===== config.mk =====
export PLATFORM = sky130hd
export DESIGN_NAME = dlps_fade
export DESIGN_NICKNAME = d
export VERILOG_FILES = /design/src/rtl/delay_line_pitch_shifter_macros.svh /design/src/rtl/dlps_pkg.sv /design/src/rtl/dlps_fade.sv
export SDC_FILE = /design/constraint.sdc
export NUM_CORES = 1
export LEC_CHECK = 0
export BUFFER_PORTS_ARGS = -buffer_cell sky130_fd_sc_hd__buf_2
export CAP_MARGIN = 0
export CORE_AREA = 2 2 165 167
export DETAILED_ROUTE_END_ITERATION = 8
export DIE_AREA = 0 0 167 169
export GPL_TIMING_DRIVEN = 0
export PLACE_DENSITY = 0.48
export SLEW_MARGIN = 20
export SYNTH_ARGS = -nofsm -noshare
export SYNTH_HDL_FRONTEND = slang
export SYNTH_SLANG_ARGS = --single-unit
export TNS_END_PERCENT = 30

===== constraint.sdc =====
create_clock -name clk -period 12.1 [get_ports clk]
set_input_delay 1.21 -clock clk [delete_from_list [all_inputs] [get_ports clk]]
set_output_delay 1.21 -clock clk [all_outputs]
set_load 0.1 [all_outputs]

===== src/rtl/delay_line_pitch_shifter_macros.svh =====
// Assertion helpers for the RTL file that carries checks.
`ifndef DELAY_LINE_PITCH_SHIFTER_MACROS_SVH
`define DELAY_LINE_PITCH_SHIFTER_MACROS_SVH

// Consequent must hold in the same cycle as the antecedent.
`define DLPS_ASSERT_NOW(label, clk, rst_n, ante, cons, msg) \
	label: assert property (@(posedge clk) disable iff (!rst_n) (ante) |-> (cons)) \
		else $error(msg);

// Consequent must hold in the cycle after the antecedent.
`define DLPS_ASSERT_NEXT(label, clk, rst_n, ante, cons, msg) \
	label: assert property (@(posedge clk) disable iff (!rst_n) (ante) |=> (cons)) \
		else $error(msg);

`endif


===== src/rtl/dlps_pkg.sv =====
package dlps_pkg;

	localparam int MIC_W    = 32;
	localparam int SPK_W    = 16;
	localparam int GAIN_W   = 8;
	localparam int STEP_W   = 10;
	localparam int RING_W   = 18;
	localparam int WGT_W    = 16;

	localparam int CFG_IDX_W  = 4;
	localparam int CFG_DATA_W = 10;

	localparam logic [CFG_IDX_W-1:0] REG_INPUT_GAIN = CFG_IDX_W'(0);
	localparam logic [CFG_IDX_W-1:0] REG_SHIFT_STEP = CFG_IDX_W'(1);

	localparam logic [GAIN_W-1:0] GAIN_RESET = 8'd40;
	localparam logic [STEP_W-1:0] STEP_RESET = 10'd384;
	localparam logic [STEP_W-1:0] UNITY_STEP = 10'd256;

	localparam int Q15_ONE  = 32768;
	localparam int RING_MAX = 131071;
	localparam int RING_MIN = -131072;
	localparam int SPK_MAX  = 32767;
	localparam int SPK_MIN  = -32768;

	typedef enum logic [2:0] {
		ST_IDLE,
		ST_ADDR,
		ST_RD0,
		ST_RD1,
		ST_MUL,
		ST_OUT
	} dlps_state_t;

	typedef enum logic [2:0] {
		FM_KEEP,
		FM_ZERO,
		FM_ONE,
		FM_RAMP0,
		FM_RAMP1
	} fade_mode_t;

	typedef struct packed {
		logic mul_en;
		logic upd_en;
	} fade_ctl_t;

endpackage


===== src/rtl/dlps_fade.sv =====
module dlps_fade #(
	parameter int FADE_SPAN = 100
) (
	input  logic                              clk,
	input  logic                              arst_n,
	input  dlps_pkg::fade_ctl_t               ctl,
	input  dlps_pkg::fade_mode_t              mode,
	input  logic [$clog2(FADE_SPAN+1)-1:0]    d,
	output logic [dlps_pkg::WGT_W-1:0]        weight
);
	import dlps_pkg::*;

	localparam int DW       = $clog2(FADE_SPAN + 1);
	localparam int RECIP_SH = 27;
	localparam int RECIP_W  = RECIP_SH + 1;
	localparam int MW       = DW + RECIP_W;
	localparam int PW       = WGT_W + DW;
	localparam logic [RECIP_W-1:0] RECIP = RECIP_W'((64'd1 << RECIP_SH) / FADE_SPAN);

	logic [MW-1:0]    prod;
	logic [WGT_W-1:0] q_est_q;
	logic [DW-1:0]    d_q;
	fade_mode_t       mode_q;
	logic [PW-1:0]    num;
	logic [PW-1:0]    qf;
	logic [PW-1:0]    rem;
	logic [WGT_W-1:0] quot;
	logic [WGT_W-1:0] weight_q;

	// d * 2^15 / FADE_SPAN by reciprocal; the estimate is low by at most one.
	assign prod = MW'(d) * MW'(RECIP);

	always_ff @(posedge clk) begin
		if (ctl.mul_en) begin
			q_est_q <= prod[RECIP_SH-15 +: WGT_W];
			d_q     <= d;
			mode_q  <= mode;
		end
	end

	assign num  = PW'({d_q, 15'b0});
	assign qf   = PW'(q_est_q) * PW'(FADE_SPAN);
	assign rem  = num - qf;
	assign quot = (rem >= PW'(FADE_SPAN)) ? WGT_W'(q_est_q + 1'b1) : q_est_q;

	always_ff @(posedge clk or negedge arst_n) begin
		if (!arst_n) begin
			weight_q <= WGT_W'(Q15_ONE);
		end else if (ctl.upd_en) begin
			case (mode_q)
				FM_ZERO:  weight_q <= '0;
				FM_ONE:   weight_q <= WGT_W'(Q15_ONE);
				FM_RAMP0: weight_q <= quot;
				FM_RAMP1: weight_q <= WGT_W'(Q15_ONE) - quot;
				default:  weight_q <= weight_q;
			endcase
		end
	end

	assign weight = weight_q;

endmodule


==> flow_summary.ini <==
[logic_synthesis]
avgSynthCellArea_sq_um = 9.31
synth_top_area_share_pct = 24.1
synth-compound-area-share_pct = 16.9
yosysTopAreaCell = ha_1
synthMuxAreaShare_pct = 0.918
synth_area_sq_um = 6550
yosys.area_share.adder_pct = 34.5
synth_top_family_by_area = adder cells
synthTopCellsByArea = ha_1 24%, edfxtp_1 12%, fa_1 10%, dfrtp_1 5.7%, inv_1 4.8%
synthesis.nets = 877
yosys_warnings = 0
synth_simple_gate_area_share_pct = 17.6
synth-edff-count = 26
synth_xor_area_share_pct = 6.48
postSynthCellCount = 703
synthArstFlopShare_pct = 38.1
synthTopCellsByCount = 126 x ha_1, 83 x inv_1, 42 x nor2_1
ys_seq_area_share_pct = 18.1
ys_ff_latch = 42
ys_types = 78
ys.flop_type = edfxtp_1
yosysMostFrequentCell = ha_1

[route]
drc = 0
detail-route-antenna-nets = 0
drt-total-wl_microns = 15400
highest_layer = met4
wl_met1_microns = 7930
wl_met2_microns = 6930
via_per_inst = 4.77
drt_first_pass_iters = 4
drt_iter0_markers = 318
routed-wl-met3_microns = 376
wl_per_cell_microns = 14.2
vias = 5151

[critical_path]
worstSetupPathType = reg -> reg
cp_slowest_stage_delay_ns = 0.62
worstPathRequired_ns = 12.28
critPathCaptureType = register
crit_slowest_cell = edfxtp_1
start_kind = register
critical_path_arrival_ns = 8.73
crit_top_cell = ha_1
crit_fanout = 10

[clock_network]
cts_buffer_depth = 2
cts_tree = built
clk_pin_slew_ns = 0.06
cts-root-buf = clkbuf_16
clkLatencyLatePin_ns = 0.30
clkSinkCount = 42
cts_buffers = 5
post_cts.repair.setup_buffers = 0
ctsHoldBuffers = 0
ctsHtreeMaxLevel = 2
post_cts_resized = 0

[sta]
max_freq_ghz = 0.117
slew_headroom_pct = 18.0
hold_viol = 0
skew_ns = 0.00573
rsz0062_at_grt = false
tns_ns = 0
worst_slew_pin_slew_ns = 1.20
period_needed_ns = 8.55
fin_crit_sh_pct = 70.6
whs_ns = 0.480
maxSlewViolCount = 0
timing.final.ws_setup_ns = 3.55
setup_violations = 0

[global_route]
first_global_vias = 5140
grt_max_degree = 27
overflow = 0
grt_pass1_wl_microns = 25900
grtUsageTotal_pct = 11.3
antenna_found_initial = 0

[floorplan]
die_area_sq_um = 28200
core-area_sq_um = 26500
start_util_pct = 24.7
floorplan.rows = 60
die_h_microns = 169
io_pins = 30
die_w_microns = 167

[place]
postPlaceCellArea_sq_um = 7120
globalplace.congestion = 0.838
dp_slack_ns = 3.59
hpwl_microns = 13000
port_buffers = 29

[final_layout]
drive_above_1_share_pct = 7.43
final_cell_area_sq_um = 7260
nets = 913
n_antenna_cell = 0
area_delta_synth_final_pct = 11.0

[flow_run]
maxCapViolCount = 0

[hold_path]
min_path_type = reg -> reg

[outcome]
status = finished clean
-- stage by stage --
stage / utilization (%) / instances
floorplan: - / 703
CTS: 27.4 / 1081
detailed placement: 26.9 / 1073
finish: 27.4 / 1081
global placement: 26.9 / 1073
global route: 27.4 / 1081
-- layout by cell type (no fill, tap or decap), types with 19 or more instances in the layout --
master,netlist,routed
nor2_1,42,42
ha_1,126,126
nand2_1,33,33
inv_1,83,83
edfxtp_1,26,26
buf_2,0,29
o21ai_0,19,19
fa_1,34,34
a21oi_1,27,27
xnor2_1,34,34
-- worst max-delay path, delay by kind of cell, from the launching register on --
kind	cells	cell delay, ns
adders and majority gates	6	2.06
AOI/OAI and AO/OA	12	3.36
buffers and inverters	2	0.36
DFF	1	0.62
and+or+nand+nor	8	1.64
xor gates and xnor gates	1	0.21
muxes	1	0.14
-- path summary, 6_finish.rpt --
| check | endpoint | slack, ns | from | depth (start not counted) |
|---|---|---|---|---|
| max reg2reg | weight[12]$_DFFE_PN0P_ | 3.55 | q_est_q[2]$_DFFE_PP_ | 30 |
| min | weight[11]$_DFFE_PN0P_ | 0.48 | weight[11]$_DFFE_PN0P_ | 2 |
| max in group asynchronous | weight[15]$_DFFE_PN1P_ | 10.95 | arst_n | 1 |
| max | weight[12]$_DFFE_PN0P_ | 3.55 | q_est_q[2]$_DFFE_PP_ | 30 |
| min in group asynchronous | weight[4]$_DFFE_PN0P_ | 0.83 | arst_n | 1 |
| min reg2reg | weight[11]$_DFFE_PN0P_ | 0.48 | weight[11]$_DFFE_PN0P_ | 2 |
-- registers in the layout (all words and copies together) (netlist names) --
| register | cells |
|---|---|
| q_est_q | 16 |
| d_q | 7 |
| mode_q | 3 |
| weight | 16 |
-- area by class of cell --
type,instances,area [sq um]
Clock buffer,5,125
Clock inverter,3,21.3
Timing Repair Buffer,29,145
Buffer,12,52.6
Tap cell,341,427
Inverter,83,312
Fill cell,2833,19200
Sequential cell,42,1180
Multi-Input combinational cell,566,5000
-- per-layer routing --
layer  vias to the layer above  GRT usage (%)
met5                         -              0
met4                         0           2.62
met3                         9           1.59
met2                        54           18.4
met1                      2454           15.9
li1                       2634              -
-- cell families after synthesis --
family / after synthesis
adders and majority gates: 160
and+or+nand+nor: 207
muxes: 6
DFF: 42
buffers and inverters: 95
AOI/OAI and AO/OA: 148
xor gates and xnor gates: 45
Power is left out: the tool's default activity adds up to more than one toggle a clock period on the data nets, which glitch-free logic cannot reach.
